## src/rtl/mab_pkg.sv

```systemverilog
// ----------------------------------------------------------------------------
// mab_pkg: shared types and constants of the motion armed buzzer alarm
// Field widths, register codes, command codes, reset values and the
// structs that pass between the pipeline stages.
// ----------------------------------------------------------------------------
package mab_pkg;

    localparam int SAMPLE_BITS = 16;
    localparam int CMD_W       = 2;
    localparam int LIGHT_W     = 23;
    localparam int LUX_W       = 17;
    localparam int THR_W       = 15;
    localparam int THR_SQ_W    = 2 * THR_W;
    localparam int HALF_W      = 4;
    localparam int TONE_W      = 16;
    localparam int CFG_IDX_W   = 3;
    localparam int CFG_DATA_W  = 17;

    // one axis squared, and the sum of three of them
    localparam int SQ_W  = 2 * SAMPLE_BITS - 1;
    localparam int SUM_W = 2 * SAMPLE_BITS;
    localparam int CMP_W = (SUM_W > THR_SQ_W) ? SUM_W : THR_SQ_W;

    // lux = light_raw / 100 by reciprocal, off by at most one low
    localparam int LUX_DIV    = 100;
    localparam int RECIP_SH   = 22;
    localparam int RECIP_W    = 16;
    localparam int RECIP      = (1 << RECIP_SH) / LUX_DIV;
    localparam int LUX_PROD_W = LIGHT_W + RECIP_W;

    localparam int ACCEL_THR_RST = 200;
    localparam int GYRO_THR_RST  = 18000;
    localparam logic [THR_SQ_W-1:0] ACCEL_SQ_RST =
        THR_SQ_W'(ACCEL_THR_RST * ACCEL_THR_RST);
    localparam logic [THR_SQ_W-1:0] GYRO_SQ_RST =
        THR_SQ_W'(GYRO_THR_RST * GYRO_THR_RST);
    localparam logic [LUX_W-1:0]  LIGHT_DELTA_RST = LUX_W'(300);
    localparam logic [HALF_W-1:0] HALF_PERIOD_RST = HALF_W'(12);
    localparam logic [TONE_W-1:0] TONE_HZ_RST     = TONE_W'(2000);

    typedef enum logic [CFG_IDX_W-1:0] {
        CFG_ACCEL_THR   = 3'd0,
        CFG_GYRO_THR    = 3'd1,
        CFG_LIGHT_DELTA = 3'd2,
        CFG_HALF_PERIOD = 3'd3,
        CFG_TONE_HZ     = 3'd4
    } t_cfg_idx;

    typedef enum logic [CMD_W-1:0] {
        CMD_MOTION = 2'd0,
        CMD_LIGHT  = 2'd1,
        CMD_TICK   = 2'd2
    } t_cmd;

    typedef struct packed {
        logic [THR_SQ_W-1:0] accel_sq;
        logic [THR_SQ_W-1:0] gyro_sq;
        logic [LUX_W-1:0]    light_delta;
        logic [HALF_W-1:0]   half_period;
        logic [TONE_W-1:0]   tone_hz;
    } t_cfg;

    typedef struct packed {
        logic load;
        logic drain;
    } t_stage_ctl;

    typedef struct packed {
        logic [CMD_W-1:0]       cmd;
        logic [SAMPLE_BITS-1:0] accel_x;
        logic [SAMPLE_BITS-1:0] accel_y;
        logic [SAMPLE_BITS-1:0] accel_z;
        logic [SAMPLE_BITS-1:0] rate_x;
        logic [SAMPLE_BITS-1:0] rate_y;
        logic [SAMPLE_BITS-1:0] rate_z;
        logic [LIGHT_W-1:0]     light_raw;
        logic                   light_bad;
    } t_sample;

    typedef struct packed {
        logic [CMD_W-1:0]   cmd;
        logic [SQ_W-1:0]    acc_sq_x;
        logic [SQ_W-1:0]    acc_sq_y;
        logic [SQ_W-1:0]    acc_sq_z;
        logic [SQ_W-1:0]    gyr_sq_x;
        logic [SQ_W-1:0]    gyr_sq_y;
        logic [SQ_W-1:0]    gyr_sq_z;
        logic [LIGHT_W-1:0] light_raw;
        logic [LUX_W-1:0]   lux_est;
        logic               light_bad;
    } t_front;

endpackage

```

## src/rtl/mab_front.sv

```systemverilog
// ----------------------------------------------------------------------------
// mab_front: arithmetic stage
// Squares every motion axis and estimates the lux value, all registered.
// ----------------------------------------------------------------------------
module mab_front (
    input  logic                i_clk,
    input  logic                i_rst_n,
    input  mab_pkg::t_stage_ctl i_ctl,
    input  mab_pkg::t_sample    i_sample,
    output logic                o_valid,
    output mab_pkg::t_front     o_front
);
    import mab_pkg::*;

    function automatic logic [SQ_W-1:0] square(input logic [SAMPLE_BITS-1:0] v);
        logic signed [SAMPLE_BITS-1:0] s;
        logic signed [SUM_W-1:0]       p;
        s = $signed(v);
        p = s * s;
        return p[SQ_W-1:0];
    endfunction

    logic                  r_valid;
    t_front                r_front;
    t_front                n_front;
    logic [LUX_PROD_W-1:0] lux_prod;

    assign lux_prod = LUX_PROD_W'(i_sample.light_raw) * LUX_PROD_W'(RECIP);

    always_comb begin
        n_front.cmd       = i_sample.cmd;
        n_front.acc_sq_x  = square(i_sample.accel_x);
        n_front.acc_sq_y  = square(i_sample.accel_y);
        n_front.acc_sq_z  = square(i_sample.accel_z);
        n_front.gyr_sq_x  = square(i_sample.rate_x);
        n_front.gyr_sq_y  = square(i_sample.rate_y);
        n_front.gyr_sq_z  = square(i_sample.rate_z);
        n_front.light_raw = i_sample.light_raw;
        n_front.lux_est   = lux_prod[RECIP_SH +: LUX_W];
        n_front.light_bad = i_sample.light_bad;
    end

    always_ff @(posedge i_clk) begin
        if (!i_rst_n) begin
            r_valid <= 1'b0;
        end else if (i_ctl.load) begin
            r_valid <= 1'b1;
        end else if (i_ctl.drain) begin
            r_valid <= 1'b0;
        end
    end

    always_ff @(posedge i_clk) begin
        if (i_ctl.load) begin
            r_front <= n_front;
        end
    end

    assign o_valid = r_valid;
    assign o_front = r_front;

endmodule

```

## config.mk

```make
export PLATFORM = sky130hd
export DESIGN_NAME = mab_front
export DESIGN_NICKNAME = d
export VERILOG_FILES = /design/src/rtl/mab_pkg.sv /design/src/rtl/mab_front.sv
export SDC_FILE = /design/constraint.sdc
export NUM_CORES = 2
export LEC_CHECK = 0
export BUFFER_PORTS_ARGS = -buffer_cell sky130_fd_sc_hd__buf_4
export CAP_MARGIN = 40
export CELL_PAD_IN_SITES_DETAIL_PLACEMENT = 1
export CELL_PAD_IN_SITES_GLOBAL_PLACEMENT = 2
export CORE_ASPECT_RATIO = 1.2
export CORE_MARGIN = 2
export CORE_UTILIZATION = 40
export CTS_BUF_LIST = sky130_fd_sc_hd__clkbuf_4
export CTS_CLUSTER_DIAMETER = 50
export DETAILED_ROUTE_END_ITERATION = 7
export GPL_TIMING_DRIVEN = 0
export HOLD_SLACK_MARGIN = 0.05
export PLACE_DENSITY_LB_ADDON = 0.15
export RECOVER_POWER = 100
export SYNTH_ARGS = -nofsm -noshare
export SYNTH_HDL_FRONTEND = slang
export SYNTH_SLANG_ARGS = --single-unit
```

## constraint.sdc

```tcl
create_clock -name i_clk -period 8.9 [get_ports i_clk]
set_input_delay 1.78 -clock i_clk [delete_from_list [all_inputs] [get_ports i_clk]]
set_output_delay 1.78 -clock i_clk [all_outputs]
set_load 0.01 [all_outputs]
```

==> out/results.ini <==
[outcome]
outcome = complete, but fails checks
violations = max-capacitance violations, max-slew violations

[place]
gp_congestion = 0.875
port_buffers = 337
dp_hpwl_mm = 155

[clock_network]
clkTransAtPathRegs_ps = 60
clk_path_buf_depth = 3
cts_tree = done
cts_resized = 0
insertion_delay_ps = 970
cts_buffers = 74
numClockSinks = 224
cts_root_buf = clkbuf_4
cts_htree_levels = 3
post_cts_buffers = 0
cts.hold.buffers_added = 0

[setup_path]
worstPathRequired_ps = 9640
reg2reg_to = o_valid$_SDFFE_PN0P_
end_kind = register
crit_buf_inv = 6
slowest_delay_ps = 1020
cp_common_cell = fa_1
crit_family = adder cells
r2r-start = o_valid$_SDFFE_PN0P_
reg2regPathDepth = 2
path_cells = clkbuf_1 -> clkbuf_1 -> clkbuf_1 -> nand2_1 -> fa_1 -> fa_1 -> fa_1 -> inv_1 -> fa_1 -> fa_1 -> inv_1 -> fa_1 -> inv_1 -> ha_1 -> nand3_1 -> o41ai_1 -> o21ai_0 -> o211a_1 -> o21ai_0 -> xor2_1
regToRegSetupSlack_ps = 8200
path_class = primary input to register
start_kind = primary input
arrival_ps = 9130
crit_path_top_delay_cell = o41ai_1
path_max_fanout = 10

[route]
drc = 0
avgViaCountPerCell = 4.78
drt-initial-drc-count = 1302
antenna_left = 0
firstDrtPassIters = 5
vias = 44800
routed_wl_mm = 176
wl_per_cell_um = 18.8

[synthesis]
synth_edf_count = 223
netlist_area_um2 = 66100
ys.flop_type = edfxtp_1
ys_ff_latch = 224
syn_inst = 6746
syn_avg_cell_area_um2 = 9.79
async_reset_ff_share_pct = 0
ys_warn_count = 0
ys_seq_area_share_pct = 10.2
synth_cell_types = 80

[sta]
fin_crit_sh_pct = 94.3
setup_viol = 0
rsz0062_at_grt = false
worst_pin_slew_ps = 5980
hold_viol_final = 0
maxSlewHeadroom_pct = -299
period_needed_ps = 8390
finalClockSkew_ps = 0
fmax_ghz = 0.119
slew_viol_final = 230
hold_slack_ps = 595

[global_routing]
track_usage_pct = 22.0
grt_antenna_before_repair = 15
grt_max_degree = 102
grt_pass1_vias = 53200
grt-ovfl-total = 0
grt_pass1_wl_mm = 287

[cells_and_area]
layout.area.seq_um2 = 6720
final_nets = 9520
fillers = 18900
syn2layout_area_growth_pct = 8.15
layout-drive-gt1-share_pct = 3.42
multiInputGateArea_um2 = 50500
final_common_cell = inv_1
final_cell_mix = inv_1 (2199), fa_1 (1529), ha_1 (698), nand2_1 (503), clkbuf_1 (399)

[hold_path]
whs_endpoint = o_valid$_SDFFE_PN0P_
worstHoldPathCells = 2
holdCritPathClass = register to register
hp-start = o_valid$_SDFFE_PN0P_

[floorplan]
core_um2 = 164000
die-area_um2 = 168000
ioPinCount = 356
rows = 163
die-width_um = 375
start_util_pct = 40.2
die_h_um = 449

[flow_run]
drv_cap = 3

-- metal layers --
metal | up-vias | wire, um | GRT usage [%]
met5 | - | 96 | 0
met3 | 197 | 7370 | 3.36
met4 | 16 | 4370 | 6.14
met1 | 23300 | 70400 | 26.2
li1 | 20600 | - | -
met2 | 642 | 93900 | 40.8
-- kinds of logic (layout without fill, tap and decap cells) --
group	count (synthesis)	after routing	share of synthesized area, %
XOR/XNOR	280	280	3.71
flip-flops	224	224	10.2
AO/OA/AOI/OAI	472	472	4.83
AND/OR/NAND/NOR	1185	1185	8.21
multiplexers	9	9	0.150
other	1	9	0.00568
buffers and inverters	2348	2825	13.4
adder cells (fa/ha/maj)	2227	2227	59.5
-- metrics by stage --
step	worst slack [ps]	cells	cell area [um2]	setup TNS [ps]	utilization (%)
3_5_place_dp	-477	9236	71400	-4890	43.5
4_1_cts	667	9373	72500	0	44.2
6_report	509	9376	71500	0	43.5
2_1_floorplan	1060	6751	66100	0	-
5_1_grt	183	9375	71500	0	43.5
3_3_place_gp	-527	9233	71300	-7000	43.4
-- worst register-to-register path, cell delays in order (launching register included) --
cell and delay [ps]:
dfxtp_1 310, nor2b_1 120, o21a_1 150
-- worst max path at each step --
stage | endpoint | depth (start not counted) | start | slack [ps]
6_report | o_front[98]$_DFFE_PP_ | 20 | i_sample[44] | 510
3_5_place_dp | o_front[225]$_DFFE_PP_ | 22 | i_sample[109] | -480
2_1_floorplan | o_front[163]$_DFFE_PP_ | 22 | i_sample[87] | 1060
3_3_place_gp | o_front[158]$_DFFE_PP_ | 20 | i_sample[77] | -530
4_1_cts | o_front[225]$_DFFE_PP_ | 22 | i_sample[109] | 670
5_1_grt | o_front[225]$_DFFE_PP_ | 23 | i_sample[108] | 180
-- cell usage after synthesis (63+ instances only) --
cell type	instances	area, um2
a21o_1	75	563
a21oi_1	136	681
and2_1	200	1250
clkbuf_1	135	507
edfxtp_1	223	6700
fa_1	1529	30600
ha_1	698	8730
inv_1	2199	8250
nand2_1	503	1890
nor2_1	274	1030
o21ai_0	63	315
xnor2_1	219	1920
-- final cells by class --
type	instances	share of cell area (%)
inverter	2205	11.6
timing repair buffer	340	2.19
buffer	143	0.783
clock inverter	43	0.660
tap	2145	3.76
antenna	3	0.0105
multi-input combinational	4179	70.6
sequential	224	9.40
clock buffer	94	0.988
-- state kept, by name, indices dropped and copies added (netlist names) --
register and flops:
o_valid 1, o_front 223
Power is left out: the tool's default activity adds up to more than one toggle a clock period on the data nets, which glitch-free logic cannot reach.
