### config.mk
export PLATFORM = sky130hd
export DESIGN_NAME = mab_cfg
export DESIGN_NICKNAME = d
export VERILOG_FILES = /design/src/rtl/mab_pkg.sv /design/src/rtl/mab_cfg.sv
export SDC_FILE = /design/constraint.sdc
export NUM_CORES = 1
export LEC_CHECK = 0
export ABC_AREA = 1
export BUFFER_PORTS_ARGS = -buffer_cell sky130_fd_sc_hd__buf_2
export CORE_MARGIN = 10
export CORE_UTILIZATION = 35
export CTS_CLUSTER_DIAMETER = 80
export DETAILED_ROUTE_END_ITERATION = 8
export PLACE_DENSITY_LB_ADDON = 0.12
export SYNTH_ARGS = -nofsm -noshare
export SYNTH_HDL_FRONTEND = slang
export SYNTH_SLANG_ARGS = --single-unit
export TNS_END_PERCENT = 20
### constraint.sdc
create_clock -name i_clk -period 7.5 [get_ports i_clk]
set_input_delay 0.375 -clock i_clk [delete_from_list [all_inputs] [get_ports i_clk]]
set_output_delay 0.375 -clock i_clk [all_outputs]
set_load 0.02 [all_outputs]
### src/rtl/mab_pkg.sv
// ----------------------------------------------------------------------------
// mab_pkg: shared types and constants of the motion armed buzzer alarm
// Field widths, register codes, command codes, reset values and the
// structs that pass between the pipeline stages.
// ----------------------------------------------------------------------------
package mab_pkg;

    localparam int SAMPLE_BITS = 16;
    localparam int CMD_W       = 2;
    localparam int LIGHT_W     = 23;
    localparam int LUX_W       = 17;
    localparam int THR_W       = 15;
    localparam int THR_SQ_W    = 2 * THR_W;
    localparam int HALF_W      = 4;
    localparam int TONE_W      = 16;
    localparam int CFG_IDX_W   = 3;
    localparam int CFG_DATA_W  = 17;

    // one axis squared, and the sum of three of them
    localparam int SQ_W  = 2 * SAMPLE_BITS - 1;
    localparam int SUM_W = 2 * SAMPLE_BITS;
    localparam int CMP_W = (SUM_W > THR_SQ_W) ? SUM_W : THR_SQ_W;

    // lux = light_raw / 100 by reciprocal, off by at most one low
    localparam int LUX_DIV    = 100;
    localparam int RECIP_SH   = 22;
    localparam int RECIP_W    = 16;
    localparam int RECIP      = (1 << RECIP_SH) / LUX_DIV;
    localparam int LUX_PROD_W = LIGHT_W + RECIP_W;

    localparam int ACCEL_THR_RST = 200;
    localparam int GYRO_THR_RST  = 18000;
    localparam logic [THR_SQ_W-1:0] ACCEL_SQ_RST =
        THR_SQ_W'(ACCEL_THR_RST * ACCEL_THR_RST);
    localparam logic [THR_SQ_W-1:0] GYRO_SQ_RST =
        THR_SQ_W'(GYRO_THR_RST * GYRO_THR_RST);
    localparam logic [LUX_W-1:0]  LIGHT_DELTA_RST = LUX_W'(300);
    localparam logic [HALF_W-1:0] HALF_PERIOD_RST = HALF_W'(12);
    localparam logic [TONE_W-1:0] TONE_HZ_RST     = TONE_W'(2000);

    typedef enum logic [CFG_IDX_W-1:0] {
        CFG_ACCEL_THR   = 3'd0,
        CFG_GYRO_THR    = 3'd1,
        CFG_LIGHT_DELTA = 3'd2,
        CFG_HALF_PERIOD = 3'd3,
        CFG_TONE_HZ     = 3'd4
    } t_cfg_idx;

    typedef enum logic [CMD_W-1:0] {
        CMD_MOTION = 2'd0,
        CMD_LIGHT  = 2'd1,
        CMD_TICK   = 2'd2
    } t_cmd;

    typedef struct packed {
        logic [THR_SQ_W-1:0] accel_sq;
        logic [THR_SQ_W-1:0] gyro_sq;
        logic [LUX_W-1:0]    light_delta;
        logic [HALF_W-1:0]   half_period;
        logic [TONE_W-1:0]   tone_hz;
    } t_cfg;

    typedef struct packed {
        logic load;
        logic drain;
    } t_stage_ctl;

    typedef struct packed {
        logic [CMD_W-1:0]       cmd;
        logic [SAMPLE_BITS-1:0] accel_x;
        logic [SAMPLE_BITS-1:0] accel_y;
        logic [SAMPLE_BITS-1:0] accel_z;
        logic [SAMPLE_BITS-1:0] rate_x;
        logic [SAMPLE_BITS-1:0] rate_y;
        logic [SAMPLE_BITS-1:0] rate_z;
        logic [LIGHT_W-1:0]     light_raw;
        logic                   light_bad;
    } t_sample;

    typedef struct packed {
        logic [CMD_W-1:0]   cmd;
        logic [SQ_W-1:0]    acc_sq_x;
        logic [SQ_W-1:0]    acc_sq_y;
        logic [SQ_W-1:0]    acc_sq_z;
        logic [SQ_W-1:0]    gyr_sq_x;
        logic [SQ_W-1:0]    gyr_sq_y;
        logic [SQ_W-1:0]    gyr_sq_z;
        logic [LIGHT_W-1:0] light_raw;
        logic [LUX_W-1:0]   lux_est;
        logic               light_bad;
    } t_front;

endpackage

### src/rtl/mab_cfg.sv
// ----------------------------------------------------------------------------
// mab_cfg: configuration registers
// Holds the alarm settings; thresholds are kept squared, formed on write.
// ----------------------------------------------------------------------------
module mab_cfg (
    input  logic                           i_clk,
    input  logic                           i_rst_n,
    input  logic                           i_cfg_valid,
    input  logic [mab_pkg::CFG_IDX_W-1:0]  i_cfg_index,
    input  logic [mab_pkg::CFG_DATA_W-1:0] i_cfg_data,
    output mab_pkg::t_cfg                  o_cfg
);
    import mab_pkg::*;

    t_cfg                r_cfg;
    logic [THR_W-1:0]    thr;
    logic [THR_SQ_W-1:0] thr_sq;

    assign thr    = i_cfg_data[THR_W-1:0];
    assign thr_sq = THR_SQ_W'(thr) * THR_SQ_W'(thr);

    always_ff @(posedge i_clk) begin
        if (!i_rst_n) begin
            r_cfg.accel_sq    <= ACCEL_SQ_RST;
            r_cfg.gyro_sq     <= GYRO_SQ_RST;
            r_cfg.light_delta <= LIGHT_DELTA_RST;
            r_cfg.half_period <= HALF_PERIOD_RST;
            r_cfg.tone_hz     <= TONE_HZ_RST;
        end else if (i_cfg_valid) begin
            case (t_cfg_idx'(i_cfg_index))
                CFG_ACCEL_THR:   r_cfg.accel_sq    <= thr_sq;
                CFG_GYRO_THR:    r_cfg.gyro_sq     <= thr_sq;
                CFG_LIGHT_DELTA: r_cfg.light_delta <= i_cfg_data[LUX_W-1:0];
                CFG_HALF_PERIOD: r_cfg.half_period <= i_cfg_data[HALF_W-1:0];
                CFG_TONE_HZ:     r_cfg.tone_hz     <= i_cfg_data[TONE_W-1:0];
                default: begin
                end
            endcase
        end
    end

    assign o_cfg = r_cfg;

endmodule

==> results of run 1 <==
==> cell usage after synthesis <==
cell type,instances
sky130_fd_sc_hd__buf_4,3
sky130_fd_sc_hd__nor2_2,4
sky130_fd_sc_hd__buf_2,10
sky130_fd_sc_hd__o21ai_0,41
sky130_fd_sc_hd__nor4_1,1
sky130_fd_sc_hd__dfxtp_1,95
sky130_fd_sc_hd__nand3_1,48
sky130_fd_sc_hd__a21oi_1,48
sky130_fd_sc_hd__xnor2_1,8
sky130_fd_sc_hd__fa_1,135
sky130_fd_sc_hd__and2_1,1
sky130_fd_sc_hd__nand3b_1,2
sky130_fd_sc_hd__or2_2,2
sky130_fd_sc_hd__nor3_2,1
sky130_fd_sc_hd__o21bai_1,6
sky130_fd_sc_hd__nor2_1,125
sky130_fd_sc_hd__nand4_1,8
sky130_fd_sc_hd__xor2_1,15
sky130_fd_sc_hd__a21o_1,4
sky130_fd_sc_hd__o211ai_1,10
sky130_fd_sc_hd__nand3_2,1
sky130_fd_sc_hd__nor3_1,2
sky130_fd_sc_hd__mux2_2,1
sky130_fd_sc_hd__o21ai_1,11
sky130_fd_sc_hd__buf_1,1
sky130_fd_sc_hd__conb_1,1
sky130_fd_sc_hd__inv_2,5
sky130_fd_sc_hd__clkbuf_1,33
sky130_fd_sc_hd__clkinv_1,3
sky130_fd_sc_hd__ha_1,93
sky130_fd_sc_hd__inv_1,339
sky130_fd_sc_hd__nand2_1,350
sky130_fd_sc_hd__nor3_4,1
==> metrics by stage <==
step	setup slack (ns)	util
5_1_grt	1.59	0.398
2_1_floorplan	2.13	-
6_report	1.97	0.398
3_5_place_dp	1.64	0.388
4_1_cts	1.97	0.398
3_3_place_gp	1.59	0.388
==> worst max path at each step <==
stage / startpoint / to / slack (ns) / cells after the start
global placement: i_cfg_data[8] / o_cfg[88]$_SDFFE_PN0P_ / 1.59 / 25
finish: i_cfg_data[8] / o_cfg[82]$_SDFFE_PN1P_ / 1.97 / 24
detailed placement: i_cfg_data[8] / o_cfg[82]$_SDFFE_PN1P_ / 1.64 / 24
floorplan: i_cfg_data[0] / o_cfg[83]$_SDFFE_PN0P_ / 2.13 / 29
global route: i_cfg_data[8] / o_cfg[82]$_SDFFE_PN1P_ / 1.59 / 24
CTS: i_cfg_data[8] / o_cfg[82]$_SDFFE_PN1P_ / 1.97 / 24
==> logic make-up after synthesis <==
group,count (synthesis)
xor+xnor,23
compound gates,120
fa+ha+maj,228
other cells,1
simple gates,546
mux,1
buf+inv,394
flops,95
==> critical path, cell delays in order <==
cell and delay [ns]:
sky130_fd_sc_hd__buf_2 0.25, sky130_fd_sc_hd__nand2_1 0.18, sky130_fd_sc_hd__inv_1 0.07, sky130_fd_sc_hd__fa_1 0.53, sky130_fd_sc_hd__inv_1 0.05, sky130_fd_sc_hd__fa_1 0.52, sky130_fd_sc_hd__inv_1 0.06, sky130_fd_sc_hd__fa_1 0.51
sky130_fd_sc_hd__inv_1 0.06, sky130_fd_sc_hd__fa_1 0.53, sky130_fd_sc_hd__inv_1 0.05, sky130_fd_sc_hd__fa_1 0.47, sky130_fd_sc_hd__inv_1 0.05, sky130_fd_sc_hd__fa_1 0.47, sky130_fd_sc_hd__inv_1 0.04, sky130_fd_sc_hd__ha_1 0.34
sky130_fd_sc_hd__nand2_1 0.12, sky130_fd_sc_hd__nor2_1 0.20, sky130_fd_sc_hd__nand3_1 0.11, sky130_fd_sc_hd__nand2_1 0.21, sky130_fd_sc_hd__a21oi_1 0.12, sky130_fd_sc_hd__xnor2_1 0.33, sky130_fd_sc_hd__nand2_1 0.09, sky130_fd_sc_hd__nand2_1 0.07
==> metal layers <==
layer | GRT usage | vias to the layer above | part of all wire
met2 | 0.281 | 127 | 0.49
li1 | - | 4324 | -
met1 | 0.202 | 4069 | 0.46
met4 | 0.0207 | 0 | 0.0071
met5 | 0 | - | 0
met3 | 0.0243 | 15 | 0.043
==> cell type report <==
type	instances	area [um^2]	share of cell area
multi-input cells	920	6920	0.601
inverters	347	1300	0.113
flip-flops and latches	95	1900	0.165
clock inverters	7	67.6	0.00587
repair buffers	120	608	0.0528
well taps	384	480	0.0418
clock buffers	9	225	0.0196
==> summary.md, run 1 <==
| Metric | Value |
|---|---|
| Outcome | `finished clean` |
| Peak clock frequency supported by timing | `0.181 GHz` |
| Clock sink count | `95` |
| Via/cell ratio | `4.54` |
| Number of antenna violations at the first check in global routing | `0` |
| Area of the core region | `28900 um^2` |
| Type of the worst setup path | `input port to register` |
| Total of hold buffers inserted after clock tree synthesis | `0` |
| Setup TNS after final layout | `0 ns` |
| Portion of netlist area occupied by mux cells | `0.00109` |
| Cell count of the worst hold path | `3` |
| Clock Skew | `0 ns` |
| Post-synthesis xor/xnor area fraction | `0.0195` |
| Register bit count reported by yosys | `95` |
| Port-buffer cells | `117` |
| Final standard cell area without fillers | `11500 um^2` |
| Routed len/inst | `14.8 um` |
| Clock latency on the worst-skew pair | `0.36 ns` |
| Endpoint of the worst hold-timing path | `o_cfg[36]$_SDFFE_PN0P_` |
| Detailed placement HPWL | `22900 um` |
| Worst Setup End Kind | `register` |
| Instance count after placement with tap cells included | `1866` |
| Cell types with the largest area share after synthesis | `sky130_fd_sc_hd__fa_1 (26%), sky130_fd_sc_hd__dfxtp_1 (18%), sky130_fd_sc_hd__nand2_1 (13%)` |
| Total vias in the final route | `8535` |
| Count of TritonRoute iterations in the first routing pass | `7` |
| Nets | `1744` |
| Setup Fix Bufs, Post-CTS | `0` |
| H-tree depth | `3` |
| Floorplan die height | `192 um` |
| Most common cell after layout, fill and taps aside | `sky130_fd_sc_hd__nand2_1` |
| Post-route DRC | `0` |
| Mapped Avg Cell Area | `7.33 um^2` |
| Critical Path Fanout Max | `17` |
| Portion of synthesized cell area occupied by the leading cell type | `0.262` |
| DIE AREA | `36800 um^2` |
| Startpoint of the most critical register-to-register path | `o_cfg[86]$_SDFFE_PN0P_` |
| Slew of the pin with the lowest slew margin | `0.895 ns` |
| Remaining antenna violation count | `0` |
| Die Wd | `192 um` |
| Synth Area in Simple Gates | `0.212` |
| Via count of the first global-routing pass | `8938` |
| Endpoint of the most critical register-to-register path | `o_cfg[86]$_SDFFE_PN0P_` |
| Post-route minimum period | `5.53 ns` |
| Commonest non-fill, non-tap cells in the layout | `sky130_fd_sc_hd__nand2_1 (350), sky130_fd_sc_hd__inv_1 (339), sky130_fd_sc_hd__fa_1 (135)` |
| TritonCTS clock tree | `built` |
| Fillcell total | `3127` |
| Io pins | `120` |
| Biggest area consumer among synthesized cells | `sky130_fd_sc_hd__fa_1` |
| CP Data Arrival Time | `5.82 ns` |
| Adder-Cell Fraction of Synth Area | `0.375` |
| Setup-failing EPs final | `0` |
| First-pass GRT wire length | `47000 um` |
| Max-Slew Margin vs Limit | `0.404` |
| Final global-route overflow total | `0` |
| Maximum clock path buffer count | `2` |
| Flip-flop count of the largest register after layout | `95` |
| Number of placement rows | `62` |
| Final-report hold violation count | `0` |
| Post-CTS Resized | `0` |
| Worst-path clk slew | `0.07 ns` |
| Placed inst area | `11200 um^2` |
| Cts bufs inserted | `9` |
| Routability congestion estimate | `0.877` |
| R2R depth | `4` |
| Starting density of the core | `0.357` |
| RSZ-0062 raised after global routing | `false` |
| Count of pins over their slew limit | `0` |
| Gate Count Post-Synth | `1408` |
| Fraction of layout cells with a size suffix above 1 | `0.101` |
| Largest net degree at the start of global routing | `54` |
| CP required | `7.80 ns` |
| Sequential area share after synthesis | `0.184` |
| Detailed-route wire length | `27900 um` |
| Critical Path Source Type | `input port` |
| HP Class | `input port to register` |
| Main combinational cell family by area after synthesis | `adder cells` |
| Number of violations reported at the end of detailed-routing iteration 0 | `310` |
| Synth Area in Compound Gates | `0.0630` |
| Fin cells | `1882` |
| Post-route worst hold slack | `0.249 ns` |
| Total number of yosys warnings | `0` |
| Max-cap check violation count | `0` |
| Setup slack, reg-to-reg | `6.79 ns` |
| Master cell of the clock root buffer | `sky130_fd_sc_hd__clkbuf_16` |
| Final Cycle Share | `0.737` |
| Startpoint of the worst hold path | `i_cfg_data[16]` |
| Number of inserted diodes | `0` |
| Synth Cell Area | `10300 um^2` |
| Synth-to-layout area growth | `11.5%` |
| Distinct cell type count after synthesis | `33` |
| Overall global routing resource usage | `0.158` |
Power of run 1 is left out: the tool's default activity adds up to more than one toggle a clock period on the data nets, which glitch-free logic cannot reach.
==> run 2: changes to the inputs <==
clock period = 5 ns   (was 7.5 ns; I/O delays follow)
==> run 2 against run 1 <==
First-iteration DRC count is 14% higher. Hold slack worse by 0.11 ns. Core utilization is 4.7 points higher. Routed wire length is 1.1% higher. Final area is 12% higher. Clock-buffer cell count is 1 higher. Setup slack worse by 1.8 ns. Critical path depth is 3 lower. Critical endpoint is now o_cfg[81]$_SDFFE_PN0P_. Largest cell class unchanged. Highest routed layer unchanged.
==> summary.md, run 2 (synthesized netlist as in run 1, its figures left out) <==
| Metric | Value |
|---|---|
| Outcome | `finished clean (unchanged)` |
| Cts bufs inserted | `9 (unchanged)` |
| RSZ-0062 raised after global routing | `true (was false)` |
| Post-route DRC | `0 (unchanged)` |
| Number of placement rows | `62 (unchanged)` |
| Via/cell ratio | `4.48 (was 4.54)` |
| Maximum clock path buffer count | `2 (unchanged)` |
| WL met2 | `14100 um (was 13800 um)` |
| Final Cycle Share | `0.969` |
| Count of TritonRoute iterations in the first routing pass | `5 (was 7)` |
| Most common cell after layout, fill and taps aside | `sky130_fd_sc_hd__inv_1 (was sky130_fd_sc_hd__nand2_1)` |
| Total vias in the final route | `8985 (was 8535)` |
| Fraction of layout cells with a size suffix above 1 | `0.221 (was 0.101)` |
| Startpoint of the most critical register-to-register path | `o_cfg[86]$_SDFFE_PN0P_ (unchanged)` |
| Clock sink count | `95 (unchanged)` |
| Slew of the pin with the lowest slew margin | `0.845 ns (was 0.895 ns)` |
| Max-Slew Margin vs Limit | `0.437 (was 0.404)` |
| Via count of the first global-routing pass | `9390 (was 8938)` |
| Number of antenna violations at the first check in global routing | `0 (unchanged)` |
| Detailed placement HPWL | `23900 um (was 22900 um)` |
| Detailed-route wire length | `28200 um (was 27900 um)` |
| CP required | `5.24 ns (was 7.80 ns)` |
| Starting density of the core | `0.357 (unchanged)` |
| Cell type of the slowest stage on the worst timing path | `sky130_fd_sc_hd__fa_1 (unchanged)` |
| CP cell instances | `buf_2 > nand2_1 > inv_1 > fa_1 > inv_1 > fa_1 > inv_1 > fa_1 > fa_1 > fa_1 > fa_1 > ha_2 > nand2_4 > inv_1 > nand2_1 > nand2_1 > nand3b_1 > xnor2_2 > buf_4 > a21o_1 > inv_1 (was buf_2 > nand2_1 > inv_1 > fa_1 > inv_1 > fa_1 > inv_1 > fa_1 > inv_1 > fa_1 > inv_1 > fa_1 > inv_1 > fa_1 > inv_1 > ha_1 > nand2_1 > nor2_1 > nand3_1 > nand2_1 > a21oi_1 > xnor2_1 > nand2_1 > nand2_1)` |
| Commonest non-fill, non-tap cells in the layout | `sky130_fd_sc_hd__inv_1 (332), sky130_fd_sc_hd__nand2_1 (314), sky130_fd_sc_hd__buf_4 (131) (was sky130_fd_sc_hd__nand2_1 (350), sky130_fd_sc_hd__inv_1 (339), sky130_fd_sc_hd__fa_1 (135))` |
| Routed len/inst | `14.1 um (was 14.8 um)` |
| Synth-to-layout area growth | `24.6% (was 11.5%)` |
| Critical Path Most Common Cell | `sky130_fd_sc_hd__fa_1 (was sky130_fd_sc_hd__inv_1)` |
| H-tree depth | `3 (unchanged)` |
| Crit. Startpoint | `i_cfg_data[0] (was i_cfg_data[8])` |
| Worst-path clk slew | `0.07 ns (about the same)` |
| Flip-flop count of the largest register after layout | `95 (unchanged)` |
| Number of inserted diodes | `0 (unchanged)` |
| Highest Signal Layer | `met4 (unchanged)` |
| Fillcell total | `3063 (was 3127)` |
| Routability congestion estimate | `0.829 (was 0.877)` |
| Die Wd | `192 um (unchanged)` |
| Startpoint of the worst hold path | `i_cfg_data[16] (unchanged)` |
| Clock Skew | `0 ns (unchanged)` |
| Critical path's largest stage delay | `0.58 ns (was 0.53 ns)` |
| Max-cap check violation count | `0 (unchanged)` |
| Master cell of the clock root buffer | `sky130_fd_sc_hd__clkbuf_16 (unchanged)` |
| Io pins | `120 (unchanged)` |
| Overall global routing resource usage | `0.159 (was 0.158)` |
| Final global-route overflow total | `0 (unchanged)` |
| Nets | `1868 (was 1744)` |
| Worst Setup End Kind | `register (unchanged)` |
| Port-buffer cells | `117 (unchanged)` |
| Total of hold buffers inserted after clock tree synthesis | `0 (unchanged)` |
| Met3 routed WL | `1130 um (was 1210 um)` |
| Number of violations reported at the end of detailed-routing iteration 0 | `352 (was 310)` |
| Setup-failing EPs final | `0 (unchanged)` |
| Post-route worst hold slack | `0.139 ns (was 0.249 ns)` |
| Floorplan die height | `192 um (unchanged)` |
| Critical Path Fanout Max | `6 (was 17)` |
| DIE AREA | `36800 um^2 (unchanged)` |
| Total routed wire length on the met1 layer | `12800 um (was 12700 um)` |
| Remaining antenna violation count | `0 (unchanged)` |
| HP Class | `input port to register (unchanged)` |
| Finished Core Util | `0.444 (was 0.398)` |
| Setup TNS after final layout | `0 ns (unchanged)` |
| First-pass GRT wire length | `47500 um (was 47000 um)` |
| CP Data Arrival Time | `5.09 ns (was 5.82 ns)` |
| Clock latency on the worst-skew pair | `0.35 ns (was 0.36 ns)` |
| Final-report hold violation count | `0 (unchanged)` |
| Type of the worst setup path | `input port to register (unchanged)` |
| Critical Path Source Type | `input port (unchanged)` |
| Post-route minimum period | `4.85 ns` |
| Count of pins over their slew limit | `0 (unchanged)` |
| Peak clock frequency supported by timing | `0.206 GHz` |
| TritonCTS clock tree | `built (unchanged)` |
| Largest net degree at the start of global routing | `54 (unchanged)` |
| Area of the core region | `28900 um^2 (unchanged)` |
[run 2: changes by cell type in the layout (fill, tap and decap cells not counted), sizes merged]
cell	delta
buf	+123
clkbuf	+2
clkinv	-1
inv	-1
[run 2: layout make-up]
cell class                      instances  area (um^2)  share of cell area
Tap cell                              384          480              0.0374
Clock buffer                           10          239              0.0186
Inverter                              347         1300               0.101
Timing Repair Buffer                  244         1580               0.123
Clock inverter                          5         41.3             0.00321
Multi-Input combinational cell        920         7310               0.569
Sequential cell                        95         1900               0.148
[run 2: metrics by stage]
stage                     cell area [um^2]  worst slack [ns]  cells
after floorplan                      10400           -0.0179   1409
after global placement               12200            -0.362   1988
after detailed placement             12200            -0.395   1988
after CTS                            12500          -0.00246   2003
after global routing                 12900           -0.0933   2005
final                                12900             0.154   2005
[run 2: metal layers]
metal | up-vias | GRT usage
met1 | 4296 | 0.204
met5 | - | 0
li1 | 4579 | -
met3 | 6 | 0.0225
met4 | 0 | 0.0192
met2 | 104 | 0.285
[run 2: worst max-delay path, delay by kind of cell]
family | cells | cell delay, ns
compound gates | 1 | 0.10
xor+xnor | 1 | 0.24
fa+ha+maj | 7 | 3.33
buf+inv | 7 | 0.58
simple gates | 5 | 0.58
[run 2: path summary, 6_finish.rpt]
check                           slack [ns]                      to  cells past startpoint
worst max-delay path                  0.15  o_cfg[81]$_SDFFE_PN0P_                     21
worst min-delay path                  0.14  o_cfg[36]$_SDFFE_PN0P_                      3
worst max register to register        4.27  o_cfg[86]$_SDFFE_PN0P_                      4
worst min register to register        0.47  o_cfg[62]$_SDFFE_PN1P_                      2
[run 2: repair_timing]
action | 4_1_cts | 5_1_grt
pin swaps | 0 | 41
setup endpoints to repair | 6 | 40
gates resized for setup | 2 | 104
buffers inserted | 0 | 2
Power of run 2 is left out for the same reason.
