<file path="src/rtl/mab_pkg.sv">
// ----------------------------------------------------------------------------
// mab_pkg: shared types and constants of the motion armed buzzer alarm
// Field widths, register codes, command codes, reset values and the
// structs that pass between the pipeline stages.
// ----------------------------------------------------------------------------
package mab_pkg;

    localparam int SAMPLE_BITS = 16;
    localparam int CMD_W       = 2;
    localparam int LIGHT_W     = 23;
    localparam int LUX_W       = 17;
    localparam int THR_W       = 15;
    localparam int THR_SQ_W    = 2 * THR_W;
    localparam int HALF_W      = 4;
    localparam int TONE_W      = 16;
    localparam int CFG_IDX_W   = 3;
    localparam int CFG_DATA_W  = 17;

    // one axis squared, and the sum of three of them
    localparam int SQ_W  = 2 * SAMPLE_BITS - 1;
    localparam int SUM_W = 2 * SAMPLE_BITS;
    localparam int CMP_W = (SUM_W > THR_SQ_W) ? SUM_W : THR_SQ_W;

    // lux = light_raw / 100 by reciprocal, off by at most one low
    localparam int LUX_DIV    = 100;
    localparam int RECIP_SH   = 22;
    localparam int RECIP_W    = 16;
    localparam int RECIP      = (1 << RECIP_SH) / LUX_DIV;
    localparam int LUX_PROD_W = LIGHT_W + RECIP_W;

    localparam int ACCEL_THR_RST = 200;
    localparam int GYRO_THR_RST  = 18000;
    localparam logic [THR_SQ_W-1:0] ACCEL_SQ_RST =
        THR_SQ_W'(ACCEL_THR_RST * ACCEL_THR_RST);
    localparam logic [THR_SQ_W-1:0] GYRO_SQ_RST =
        THR_SQ_W'(GYRO_THR_RST * GYRO_THR_RST);
    localparam logic [LUX_W-1:0]  LIGHT_DELTA_RST = LUX_W'(300);
    localparam logic [HALF_W-1:0] HALF_PERIOD_RST = HALF_W'(12);
    localparam logic [TONE_W-1:0] TONE_HZ_RST     = TONE_W'(2000);

    typedef enum logic [CFG_IDX_W-1:0] {
        CFG_ACCEL_THR   = 3'd0,
        CFG_GYRO_THR    = 3'd1,
        CFG_LIGHT_DELTA = 3'd2,
        CFG_HALF_PERIOD = 3'd3,
        CFG_TONE_HZ     = 3'd4
    } t_cfg_idx;

    typedef enum logic [CMD_W-1:0] {
        CMD_MOTION = 2'd0,
        CMD_LIGHT  = 2'd1,
        CMD_TICK   = 2'd2
    } t_cmd;

    typedef struct packed {
        logic [THR_SQ_W-1:0] accel_sq;
        logic [THR_SQ_W-1:0] gyro_sq;
        logic [LUX_W-1:0]    light_delta;
        logic [HALF_W-1:0]   half_period;
        logic [TONE_W-1:0]   tone_hz;
    } t_cfg;

    typedef struct packed {
        logic load;
        logic drain;
    } t_stage_ctl;

    typedef struct packed {
        logic [CMD_W-1:0]       cmd;
        logic [SAMPLE_BITS-1:0] accel_x;
        logic [SAMPLE_BITS-1:0] accel_y;
        logic [SAMPLE_BITS-1:0] accel_z;
        logic [SAMPLE_BITS-1:0] rate_x;
        logic [SAMPLE_BITS-1:0] rate_y;
        logic [SAMPLE_BITS-1:0] rate_z;
        logic [LIGHT_W-1:0]     light_raw;
        logic                   light_bad;
    } t_sample;

    typedef struct packed {
        logic [CMD_W-1:0]   cmd;
        logic [SQ_W-1:0]    acc_sq_x;
        logic [SQ_W-1:0]    acc_sq_y;
        logic [SQ_W-1:0]    acc_sq_z;
        logic [SQ_W-1:0]    gyr_sq_x;
        logic [SQ_W-1:0]    gyr_sq_y;
        logic [SQ_W-1:0]    gyr_sq_z;
        logic [LIGHT_W-1:0] light_raw;
        logic [LUX_W-1:0]   lux_est;
        logic               light_bad;
    } t_front;

endpackage

</file>
<file path="src/rtl/mab_ctrl.sv">
// ----------------------------------------------------------------------------
// mab_ctrl: decision stage and result register
// Compares magnitudes, tracks the light baseline, steps the buzz phase
// and registers the outputs of each item.
// ----------------------------------------------------------------------------
module mab_ctrl (
    input  logic                       i_clk,
    input  logic                       i_rst_n,
    input  mab_pkg::t_stage_ctl        i_ctl,
    input  mab_pkg::t_front            i_front,
    input  mab_pkg::t_cfg              i_cfg,
    output logic                       o_valid,
    output logic                       o_buzzer_on,
    output logic [mab_pkg::TONE_W-1:0] o_tone_out,
    output logic                       o_armed
);
    import mab_pkg::*;

    logic               r_valid;
    logic               r_active,    n_active;
    logic [HALF_W-1:0]  r_phase_cnt, n_phase_cnt;
    logic               r_sound_ph,  n_sound_ph;
    logic [LUX_W-1:0]   r_prev_lux,  n_prev_lux;
    logic               r_prev_ok,   n_prev_ok;
    logic               r_sounding,  n_sounding;
    logic               r_buzz;
    logic [TONE_W-1:0]  r_tone;
    logic               r_armed;

    logic [SUM_W-1:0]   acc_sum;
    logic [SUM_W-1:0]   gyr_sum;
    logic               over;
    logic [LIGHT_W:0]   lux_back;
    logic [LIGHT_W:0]   lux_rem;
    logic [LUX_W-1:0]   lux;
    logic [LUX_W-1:0]   lux_diff;
    logic [HALF_W-1:0]  cnt_next;

    assign acc_sum = SUM_W'(i_front.acc_sq_x) + SUM_W'(i_front.acc_sq_y)
                   + SUM_W'(i_front.acc_sq_z);
    assign gyr_sum = SUM_W'(i_front.gyr_sq_x) + SUM_W'(i_front.gyr_sq_y)
                   + SUM_W'(i_front.gyr_sq_z);
    assign over = (CMP_W'(acc_sum) > CMP_W'(i_cfg.accel_sq))
               || (CMP_W'(gyr_sum) > CMP_W'(i_cfg.gyro_sq));

    // fix up the reciprocal estimate with one compare
    assign lux_back = (LIGHT_W + 1)'(i_front.lux_est) * (LIGHT_W + 1)'(LUX_DIV);
    assign lux_rem  = (LIGHT_W + 1)'(i_front.light_raw) - lux_back;
    assign lux      = i_front.lux_est
                    + LUX_W'(lux_rem >= (LIGHT_W + 1)'(LUX_DIV));
    assign lux_diff = (lux >= r_prev_lux) ? (lux - r_prev_lux) : (r_prev_lux - lux);

    assign cnt_next = (r_phase_cnt < i_cfg.half_period) ? (r_phase_cnt + 1'b1)
                                                        : '0;

    always_comb begin
        n_active    = r_active;
        n_phase_cnt = r_phase_cnt;
        n_sound_ph  = r_sound_ph;
        n_prev_lux  = r_prev_lux;
        n_prev_ok   = r_prev_ok;
        n_sounding  = r_sounding;
        case (t_cmd'(i_front.cmd))
            CMD_MOTION: begin
                if (!r_active && over) begin
                    n_active    = 1'b1;
                    n_sound_ph  = 1'b1;
                    n_phase_cnt = '0;
                end
            end
            CMD_LIGHT: begin
                if (r_active && !i_front.light_bad) begin
                    if (!r_prev_ok) begin
                        n_prev_lux = lux;
                        n_prev_ok  = 1'b1;
                    end else if (lux_diff >= i_cfg.light_delta) begin
                        // disarm, everything back to reset
                        n_active    = 1'b0;
                        n_phase_cnt = '0;
                        n_sound_ph  = 1'b0;
                        n_prev_lux  = '0;
                        n_prev_ok   = 1'b0;
                        n_sounding  = 1'b0;
                    end else begin
                        n_prev_lux = lux;
                    end
                end
            end
            CMD_TICK: begin
                if (r_active) begin
                    if (r_sound_ph && r_phase_cnt == '0) begin
                        n_sounding = 1'b1;
                    end else if (r_sound_ph && r_phase_cnt == i_cfg.half_period) begin
                        n_sounding = 1'b0;
                    end
                    n_phase_cnt = cnt_next;
                    if (cnt_next == '0) begin
                        n_sound_ph = !r_sound_ph;
                    end
                end
            end
            default: begin
            end
        endcase
    end

    always_ff @(posedge i_clk) begin
        if (!i_rst_n) begin
            r_valid     <= 1'b0;
            r_active    <= 1'b0;
            r_phase_cnt <= '0;
            r_sound_ph  <= 1'b0;
            r_prev_lux  <= '0;
            r_prev_ok   <= 1'b0;
            r_sounding  <= 1'b0;
        end else if (i_ctl.load) begin
            r_valid     <= 1'b1;
            r_active    <= n_active;
            r_phase_cnt <= n_phase_cnt;
            r_sound_ph  <= n_sound_ph;
            r_prev_lux  <= n_prev_lux;
            r_prev_ok   <= n_prev_ok;
            r_sounding  <= n_sounding;
        end else if (i_ctl.drain) begin
            r_valid <= 1'b0;
        end
    end

    always_ff @(posedge i_clk) begin
        if (i_ctl.load) begin
            r_buzz  <= n_sounding;
            r_tone  <= n_sounding ? i_cfg.tone_hz : '0;
            r_armed <= n_active;
        end
    end

    assign o_valid     = r_valid;
    assign o_buzzer_on = r_buzz;
    assign o_tone_out  = r_tone;
    assign o_armed     = r_armed;

endmodule
</file>
<file path="config.mk">
export PLATFORM = sky130hd
export DESIGN_NAME = mab_ctrl
export DESIGN_NICKNAME = d
export VERILOG_FILES = /design/src/rtl/mab_pkg.sv /design/src/rtl/mab_ctrl.sv
export SDC_FILE = /design/constraint.sdc
export NUM_CORES = 1
export LEC_CHECK = 0
export BUFFER_PORTS_ARGS = -buffer_cell sky130_fd_sc_hd__buf_2
export CAP_MARGIN = 0
export CORE_MARGIN = 4
export CORE_UTILIZATION = 54
export DETAILED_ROUTE_END_ITERATION = 16
export GPL_TIMING_DRIVEN = 0
export PLACE_DENSITY_LB_ADDON = 0.3
export SYNTH_ARGS = -nofsm -noshare
export SYNTH_HDL_FRONTEND = slang
export SYNTH_SLANG_ARGS = --single-unit
</file>
<file path="constraint.sdc">
create_clock -name i_clk -period 12.2 [get_ports i_clk]
set_input_delay 0 -clock i_clk [delete_from_list [all_inputs] [get_ports i_clk]]
set_output_delay 0 -clock i_clk [all_outputs]
set_load 0.02 [all_outputs]
</file>
==> results of run 1 <==
==> per-layer routing <==
layer / part of all wire / vias up / GRT usage
met5: 0 / - / 0
met4: 0.034 / 0 / 0.08035
met3: 0.058 / 92 / 0.02842
met2: 0.50 / 463 / 0.4768
met1: 0.41 / 5850 / 0.3091
li1: - / 6356 / -
==> cell families (layout without fill, tap and decap cells) <==
logic type	count (synthesis)	count (layout)	synth area share
buffers and inverters	244	614	0.07238
xor gates and xnor gates	111	111	0.07589
other	0	5	0
adders and majority gates	338	338	0.3764
AOI/OAI and AO/OA	437	437	0.2249
DFF	44	44	0.08283
muxes	15	15	0.01192
and+or+nand+nor	385	385	0.1556
==> repair_timing <==
| action | in CTS | in global routing |
|---|---|---|
| gates resized for setup | 0 | 4 |
| hold buffers | 15 | 1 |
| endpoints found under the hold margin | 15 | 1 |
| setup endpoints to repair | 0 | 18 |
==> power breakdown <==
part           internal, mW  switching, mW
combinational         0.579          0.712
sequential            0.158        0.00167
clock                0.0977         0.0689
total                 0.834          0.783
==> final timing paths <==
check	cells past startpoint	to	slack (ps)	start
worst min register to register	2	r_prev_lux[16]$_SDFFE_PN0P_	470	r_prev_lux[16]$_SDFFE_PN0P_
worst max register to register	25	o_tone_out[8]$_SDFFCE_PN0P_	6360	r_prev_lux[4]$_SDFFE_PN0P_
worst min-delay path	2	o_tone_out[3]$_SDFFCE_PN0P_	7	i_cfg[3]
worst max-delay path	50	o_tone_out[8]$_SDFFCE_PN0P_	1030	i_front[3]
==> cells in the final DEF (no fill, tap or decap), types with 53 or more instances in the layout <==
| master | n |
|---|---|
| buf_2 | 349 |
| nor2_1 | 74 |
| inv_1 | 220 |
| a21oi_1 | 131 |
| a21o_1 | 63 |
| nand2_1 | 80 |
| ha_1 | 259 |
| fa_1 | 79 |
| o21ai_0 | 69 |
| nand3_1 | 53 |
| xnor2_1 | 77 |
==> sequential cells by signal, summed over array words and instances, names as in the netlist <==
signal	count
r_prev_lux	17
o_tone_out	16
r_phase_cnt	4
o_armed	1
o_buzzer_on	1
o_valid	1
r_active	1
r_prev_ok	1
r_sound_ph	1
r_sounding	1
==> cells in the mapped netlist (18+ instances only) <==
master,n
dfxtp_1,26
o21bai_1,19
fa_1,79
ha_1,259
and2_1,19
xor2_1,34
nand2_1,80
o21a_1,21
clkbuf_1,19
nor2b_1,30
xnor2_1,77
nor2_1,74
o21ai_0,69
inv_1,220
a21o_1,63
nand3_1,53
a21oi_1,132
edfxtp_1,18
nand4_1,26
nor3_1,34
==> per-stage QoR <==
stage               cells    util  setup slack [ps]
floorplan            1574       -              2552
global placement     2239  0.6384             221.8
detailed placement   2239  0.6384             152.2
CTS                  2262  0.6522             422.6
global route         2268  0.6544             36.48
finish               2268  0.6544              1025
==> cell type report <==
type,instances,area [µm²],share of cell area
inverter,220,825.8,0.05393
buffer,24,101.3,0.006618
sequential,44,1061,0.06929
tap,319,399.1,0.02606
antenna,5,12.51,0.0008171
clock buffer,5,125.1,0.008171
clock inverter,3,46.29,0.003023
timing repair buffer,362,1892,0.1235
multi-input combinational,1286,10850,0.7086
==> flow_metrics.tcl, run 1 <==
set metrics [dict create \
    num_rows 56 \
    cp_data_arrival_time_ps 11230 \
    crit_buf_inv 5 \
    crit_path_max_incr_delay_ps 460 \
    drtPass1Iterations 5 \
    port-buffer-count 346 \
    final-hold-violation-count 0 \
    grt_max_degree 20 \
    synth_area_leaders "ha_1 25%, fa_1 12%, inv_1 6.4%, xnor2_1 5.3%, a21oi_1 5.2%" \
    cpMaxStageDelayCell "fa_1" \
    netlist_area_um2 12810 \
    hp-class "in2reg" \
    yosys_register_bits 44 \
    synth_cells 1574 \
    critPathCaptureType "register" \
    clk_pin_slew_ps 70 \
    p_per_area_nw_per_um2 105.6 \
    dieHeight_um 162.0 \
    ys_async_sr_fraction 0 \
    dpl_cell_area_um2 14940 \
    core_area_um2 23400 \
    h-tree-depth 2 \
    fin_crit_sh 0.9160 \
    synth_cell_type_count 78 \
    tns_ps 0 \
    finalClockSkew_ps 8.031 \
    whs_ps 7.137 \
    maxSlewHeadroom 0.5774 \
    max_freq_mhz 89.49 \
    clock_path_buffers 2 \
    die_x_um 162.0 \
    critPathRequiredTime_ps 12260 \
    drt-wirelength-per-cell_um 15.40 \
    grt_overflow 0 \
    grt_first_pass_wirelength_um 56760 \
    start_kind "primary input" \
    ir_drop_mv 0.05986 \
    fillers 2094 \
    leakage_nw 7.899 \
    worst_pin_slew_ps 633.9 \
    ios 349 \
    synth_warnings 0 \
    antenna_found_initial 5 \
    synth_top_cell_by_area "ha_1" \
    grt_pass1_vias 12640 \
    routabilityCongestion 0.9577 \
    drt_iter0_drc 654 \
    cts_sinks 44 \
    area_growth_pct 19.54 \
    drc_errors 0 \
    cp_max_fo 10 \
    crit_family "compound AO/OA/AOI/OAI gates" \
    via_per_inst 5.627 \
    grt_usage 0.2564 \
    outcome "finished, final reports clean" \
    vias 12760 \
    crit_top_cell "ha_1" \
    cts_setup_buffers 0 \
    drv_slew 0 \
    avgSynthCellArea_um2 8.138 \
    synth_top_area_share 0.2530 \
    ys_seq_area_frac 0.08283 \
    wl_um 34940 \
    synth_ff_type "dfxtp_1" \
    start_util 0.5474 \
    numCtsBuffers 5 \
    rsz0062_at_grt "no" \
    clk_latency_ps 300 \
    die_area_um2 26250 \
    ant_nets 0 \
    final_nets 2611 \
    drive_gt1_frac 0.1975 \
    cap_violations 0 \
    period_needed_ps 11170 \
    synth-edff-count 18 \
    path_class "in2reg" \
    finalInstanceArea_um2 15310 \
    setup_violations 0 \
    dp.final_hpwl_um 30420 \
    synth_nets 2242 \
    cts_root_buf "clkbuf_16" \
    power_mw 1.617 \
    cts_tree "done" \
]
Power figures use the tool's default switching activity.
==> run 2, diff against run 1 <==
--- a/config.mk
+++ b/config.mk
@@ -11,7 +11,7 @@
 export CORE_UTILIZATION = 54
 export DETAILED_ROUTE_END_ITERATION = 16
 export GPL_TIMING_DRIVEN = 0
-export PLACE_DENSITY_LB_ADDON = 0.3
+export PLACE_DENSITY = 0.87
 export SYNTH_ARGS = -nofsm -noshare
 export SYNTH_HDL_FRONTEND = slang
 export SYNTH_SLANG_ARGS = --single-unit
==> run 2 against run 1 <==
  * Clock skew shrank 3.2 ps
  * Die area unchanged
  * Cell area fell by 0.17%
  * Via count grew 1.4%
  * Combinational power about the same
  * Sequential share of layout area about the same
  * Flip-flop and latch count is the same
  * Non-clock buffer count down 4
  * Cell count hardly changed
  * Critical path type unchanged
  * Largest cell class unchanged
  * Highest routed layer unchanged
==> flow_metrics.tcl, run 2 (synthesized netlist as in run 1, its figures left out) <==
set metrics [dict create \
    finalClockSkew_ps 4.792 \
    drt-wirelength-per-cell_um 16.39 \
    crit_path_max_incr_delay_ps 470 \
    ir_drop_mv 0.06240 \
    numCtsBuffers 5 \
    port-buffer-count 346 \
    antenna_found_initial 9 \
    pwr-share-clk 0.098 \
    period_needed_ps 11380 \
    cp_data_arrival_time_ps 11430 \
    routabilityCongestion 0.9588 \
    maxSlewHeadroom 0.5429 \
    grt_first_pass_wirelength_um 60240 \
    clk_pin_slew_ps 60 \
    area_growth_pct 19.34 \
    die_x_um 162.0 \
    pre_cts_ws_ps 28.13 \
    cts_sinks 44 \
    dieHeight_um 162.0 \
    grt_overflow 0 \
    core_area_um2 23400 \
    wl_um 37190 \
    die_area_um2 26250 \
    path_class "in2reg" \
    leakage_nw 7.885 \
    hp-class "in2reg" \
    grt_max_degree 20 \
    grt_pass1_vias 13410 \
    cap_violations 0 \
    drc_errors 0 \
    finalInstanceArea_um2 15290 \
    vias 12940 \
    sequentialPowerShare 0.098 \
    cts_setup_buffers 0 \
    clock_path_buffers 2 \
    h-tree-depth 2 \
    fin_crit_sh 0.9330 \
    start_util 0.5474 \
    drtPass1Iterations 5 \
    cts_tree "done" \
    layout_common_cells "349 x buf_2, 259 x ha_1, 220 x inv_1" \
    cts_root_buf "clkbuf_16" \
    num_rows 56 \
    switching_share 0.4850 \
    p_per_area_nw_per_um2 106.1 \
    comb_power_share 0.803 \
    p_int_uw 835.1 \
    via_per_inst 5.702 \
    fillers 1989 \
    start_kind "primary input" \
    setup_violations 0 \
    worst_pin_slew_ps 668.4 \
    max_freq_mhz 87.85 \
    final_nets 2607 \
    ios 349 \
    drv_slew 0 \
    dpl_cell_area_um2 14940 \
    clk_latency_ps 290 \
    mostFrequentLayoutCell "buf_2" \
    final-hold-violation-count 0 \
    critPathCaptureType "register" \
    drt_iter0_drc 819 \
    drive_gt1_frac 0.1979 \
    critPathRequiredTime_ps 12240 \
    outcome "finished, final reports clean" \
    fin_ws_ps 817.5 \
    dp.cells 2239 \
    regMostFlops "r_prev_lux" \
    ant_nets 0 \
    largest_register_ffs 17 \
    cpMaxStageDelayCell "fa_1" \
    cp_max_fo 10 \
    switching_power_uw 786.4 \
    grt_usage 0.2715 \
    dp.final_hpwl_um 32270 \
    stdcell_count 2269 \
    crit_top_cell "ha_1" \
]
==> run 2: per-layer routing <==
layer / global-route usage / share of wire
met3: 0.03654 / 0.067
met5: 0 / 0
met1: 0.3160 / 0.40
met4: 0.08535 / 0.027
met2: 0.5135 / 0.51
==> run 2: area by class of cell <==
| class | count | area [µm²] | area share |
|---|---|---|---|
| inverter | 220 | 825.8 | 0.05402 |
| buffer | 24 | 101.3 | 0.006630 |
| multi-input combinational | 1286 | 10850 | 0.7098 |
| clock buffer | 5 | 125.1 | 0.008185 |
| sequential | 44 | 1061 | 0.06941 |
| timing repair buffer | 358 | 1852 | 0.1211 |
| clock inverter | 3 | 47.55 | 0.003110 |
| tap | 319 | 399.1 | 0.02611 |
| antenna | 10 | 25.02 | 0.001637 |
==> run 2: final timing paths <==
path / startpoint / endpoint / slack, ps / cells past startpoint
setup / recovery: i_front[3] / o_tone_out[11]$_SDFFCE_PN0P_ / 820 / 49
hold / removal: i_cfg[0] / o_tone_out[0]$_SDFFCE_PN0P_ / 5 / 2
setup reg to reg: r_prev_lux[4]$_SDFFE_PN0P_ / o_tone_out[11]$_SDFFCE_PN0P_ / 6210 / 25
hold reg to reg: r_phase_cnt[0]$_SDFFE_PN0P_ / r_phase_cnt[0]$_SDFFE_PN0P_ / 490 / 2
==> run 2: per-stage QoR <==
step	TNS (ps)	hold slack [ps]	power, mW	utilization
after floorplan	0	112.5	1.125	-
after global placement	0	276.6	1.376	0.6384
after detailed placement	0	280.3	1.433	0.6384
after CTS	0	0.2444	1.602	0.6509
after global routing	-122.2	5.731	1.791	0.6531
final	0	5.452	1.622	0.6532
==> run 2: worst max-delay path, delay by kind of cell <==
kind            cells  cell delay (ps)
compound gates     20             4830
xor+xnor            4              710
buf+inv             5              980
simple gates       11             1920
fa+ha+maj           9             2970
==> run 2: what timing repair did <==
action | CTS | global route
setup endpoints to repair | 0 | 18
hold buffers | 12 | 0
gates resized for setup | 0 | 4
endpoints found under the hold margin | 12 | 0
==> run 2: power by group through the flow <==
stage | logic, mW | registers, mW | clock network [mW]
after floorplan | 0.958 | 0.167 | 0
after global placement | 1.21 | 0.162 | 0
after detailed placement | 1.27 | 0.163 | 0
after CTS | 1.28 | 0.159 | 0.160
after global routing | 1.47 | 0.160 | 0.166
final | 1.30 | 0.160 | 0.159
==> run 3, diff against run 2 <==
==> constraint.sdc (replaced) <==
create_clock -name i_clk -period 14.3 [get_ports i_clk]
set_input_delay 0 -clock i_clk [delete_from_list [all_inputs] [get_ports i_clk]]
set_output_delay 0 -clock i_clk [all_outputs]
set_load 0.02 [all_outputs]
==> run 3 against run 2 <==
  * Flip-flop and latch count did not move
  * Critical path depth unchanged
  * Global-route usage unchanged
  * Register-to-register slack better by 1500 ps
  * Via count up 0.12%
  * First-iteration DRC count down 8.5%
  * Routed wire length about the same
  * Setup slack improved by 1200 ps
  * Non-clock buffer count is the same
  * Clock power is 15% lower
  * Die area stayed put
  * Hold slack improved by 1.6 ps
==> flow_metrics.tcl, run 3 (synthesized netlist as in run 1, its figures left out) <==
set metrics [dict create \
    rr_worst_depth 24 \
    cp_data_arrival_time_ps 12280 \
    dieHeight_um 162.0 \
    rsz0062_at_grt "no" \
    cts_root_buf "clkbuf_16" \
    start_util 0.5474 \
    dp.final_hpwl_um 32270 \
    ios 349 \
    grt_pass1_vias 13410 \
    start_kind "primary input" \
    clock_path_buffers 2 \
    antenna_found_initial 9 \
    drt-wirelength-per-cell_um 16.40 \
    maxSlewHeadroom 0.2448 \
    die_x_um 162.0 \
    via_per_inst 5.706 \
    crit_cells 49 \
    cts_setup_buffers 0 \
    tns_ps 0 \
    core_area_um2 23400 \
    critPathRequiredTime_ps 14340 \
    p_per_area_nw_per_um2 90.25 \
    cts_resized 0 \
    cts_sinks 44 \
    period_needed_ps 12240 \
    wl_um 37220 \
    finalClockSkew_ps 4.130 \
    drv_slew 0 \
    drive_gt1_frac 0.1969 \
    crit_buf_inv 5 \
    leakage_nw 7.879 \
    final-hold-violation-count 0 \
    cts_tree "done" \
    setup_violations 0 \
    port-buffer-count 346 \
    finalInstanceArea_um2 15260 \
    num_rows 56 \
    hold_depth 2 \
    crit_top_cell "ha_1" \
    grt_first_pass_wirelength_um 60240 \
    post-route-util 0.6521 \
    power_mw 1.377 \
    regMostFlops "r_prev_lux" \
    crit_path_max_incr_delay_ps 910 \
    grt_max_degree 20 \
    mostFrequentLayoutCell "buf_2" \
    crit_family "compound AO/OA/AOI/OAI gates" \
    worst_pin_slew_ps 1133 \
    max_freq_mhz 81.71 \
    area_growth_pct 19.13 \
    hp-class "in2reg" \
    cap_violations 0 \
    grt_usage 0.2715 \
    die_area_um2 26250 \
    dpl_cell_area_um2 14940 \
    routabilityCongestion 0.9588 \
    drtPass1Iterations 5 \
    clk_pin_slew_ps 60 \
    fin_crit_sh 0.8558 \
    outcome "finished, final reports clean" \
    ir_drop_mv 0.05252 \
    critPathCaptureType "register" \
    clk_latency_ps 290 \
    drc_errors 0 \
    cp_max_fo 10 \
    final_nets 2607 \
    ant_nets 0 \
    h-tree-depth 2 \
    path_class "in2reg" \
    cpMaxStageDelayCell "a21oi_1" \
    drt_iter0_drc 749 \
    grt_overflow 0 \
    layout_common_cells "349 x buf_2, 259 x ha_1, 220 x inv_1" \
    numCtsBuffers 5 \
    largest_register_ffs 17 \
    vias 12950 \
]
run 3: cell count changes in the layout (fill, tap and decap cells not counted), sizes merged:
cell	delta
diode	+1
run 3: final timing paths:
path / end / slack [ps] / start
max: o_tone_out[7]$_SDFFCE_PN0P_ / 2060 / i_front[3]
min: o_tone_out[1]$_SDFFCE_PN0P_ / 7 / i_cfg[1]
max reg2reg: o_tone_out[7]$_SDFFCE_PN0P_ / 7720 / r_prev_lux[4]$_SDFFE_PN0P_
min reg2reg: r_phase_cnt[0]$_SDFFE_PN0P_ / 490 / r_phase_cnt[0]$_SDFFE_PN0P_
run 3: what timing repair did:
| item | in CTS | in global routing |
|---|---|---|
| hold endpoints to repair | 12 | 0 |
| setup endpoints to repair | 0 | 0 |
| hold buffers | 12 | 0 |
run 3: area by class of cell:
class                      count  area, µm²
antenna                       11      27.53
fill                        1995       8142
buffer                        24      101.3
tap                          319      399.1
sequential                    44       1061
inverter                     220      825.8
timing repair buffer         358       1852
clock buffer                   5      125.1
clock inverter                 3      47.55
multi-input combinational   1286      10820
run 3: per-stage QoR:
| stage | setup slack, ps | std cells | hold slack, ps |
|---|---|---|---|
| after floorplan | 4652 | 1574 | 112.5 |
| after global placement | 2385 | 2239 | 276.6 |
| after detailed placement | 2128 | 2239 | 280.3 |
| after CTS | 2399 | 2259 | 0.2444 |
| after global routing | 1239 | 2268 | 5.731 |
| final | 2062 | 2270 | 7.084 |
run 3: routing by layer:
layer / up-vias / global-route usage / share of wire
met4: 0 / 0.08535 / 0.028
met2: 502 / 0.5135 / 0.51
met1: 6028 / 0.3160 / 0.39
li1: 6346 / - / -
met3: 77 / 0.03654 / 0.071
met5: - / 0 / 0
run 3: report_power, final:
group	internal (mW)	total, mW	switching (mW)
sequential	0.135	0.136	0.00157
combinational	0.492	1.11	0.614
clock	0.0831	0.135	0.0522
total	0.710	1.38	0.668
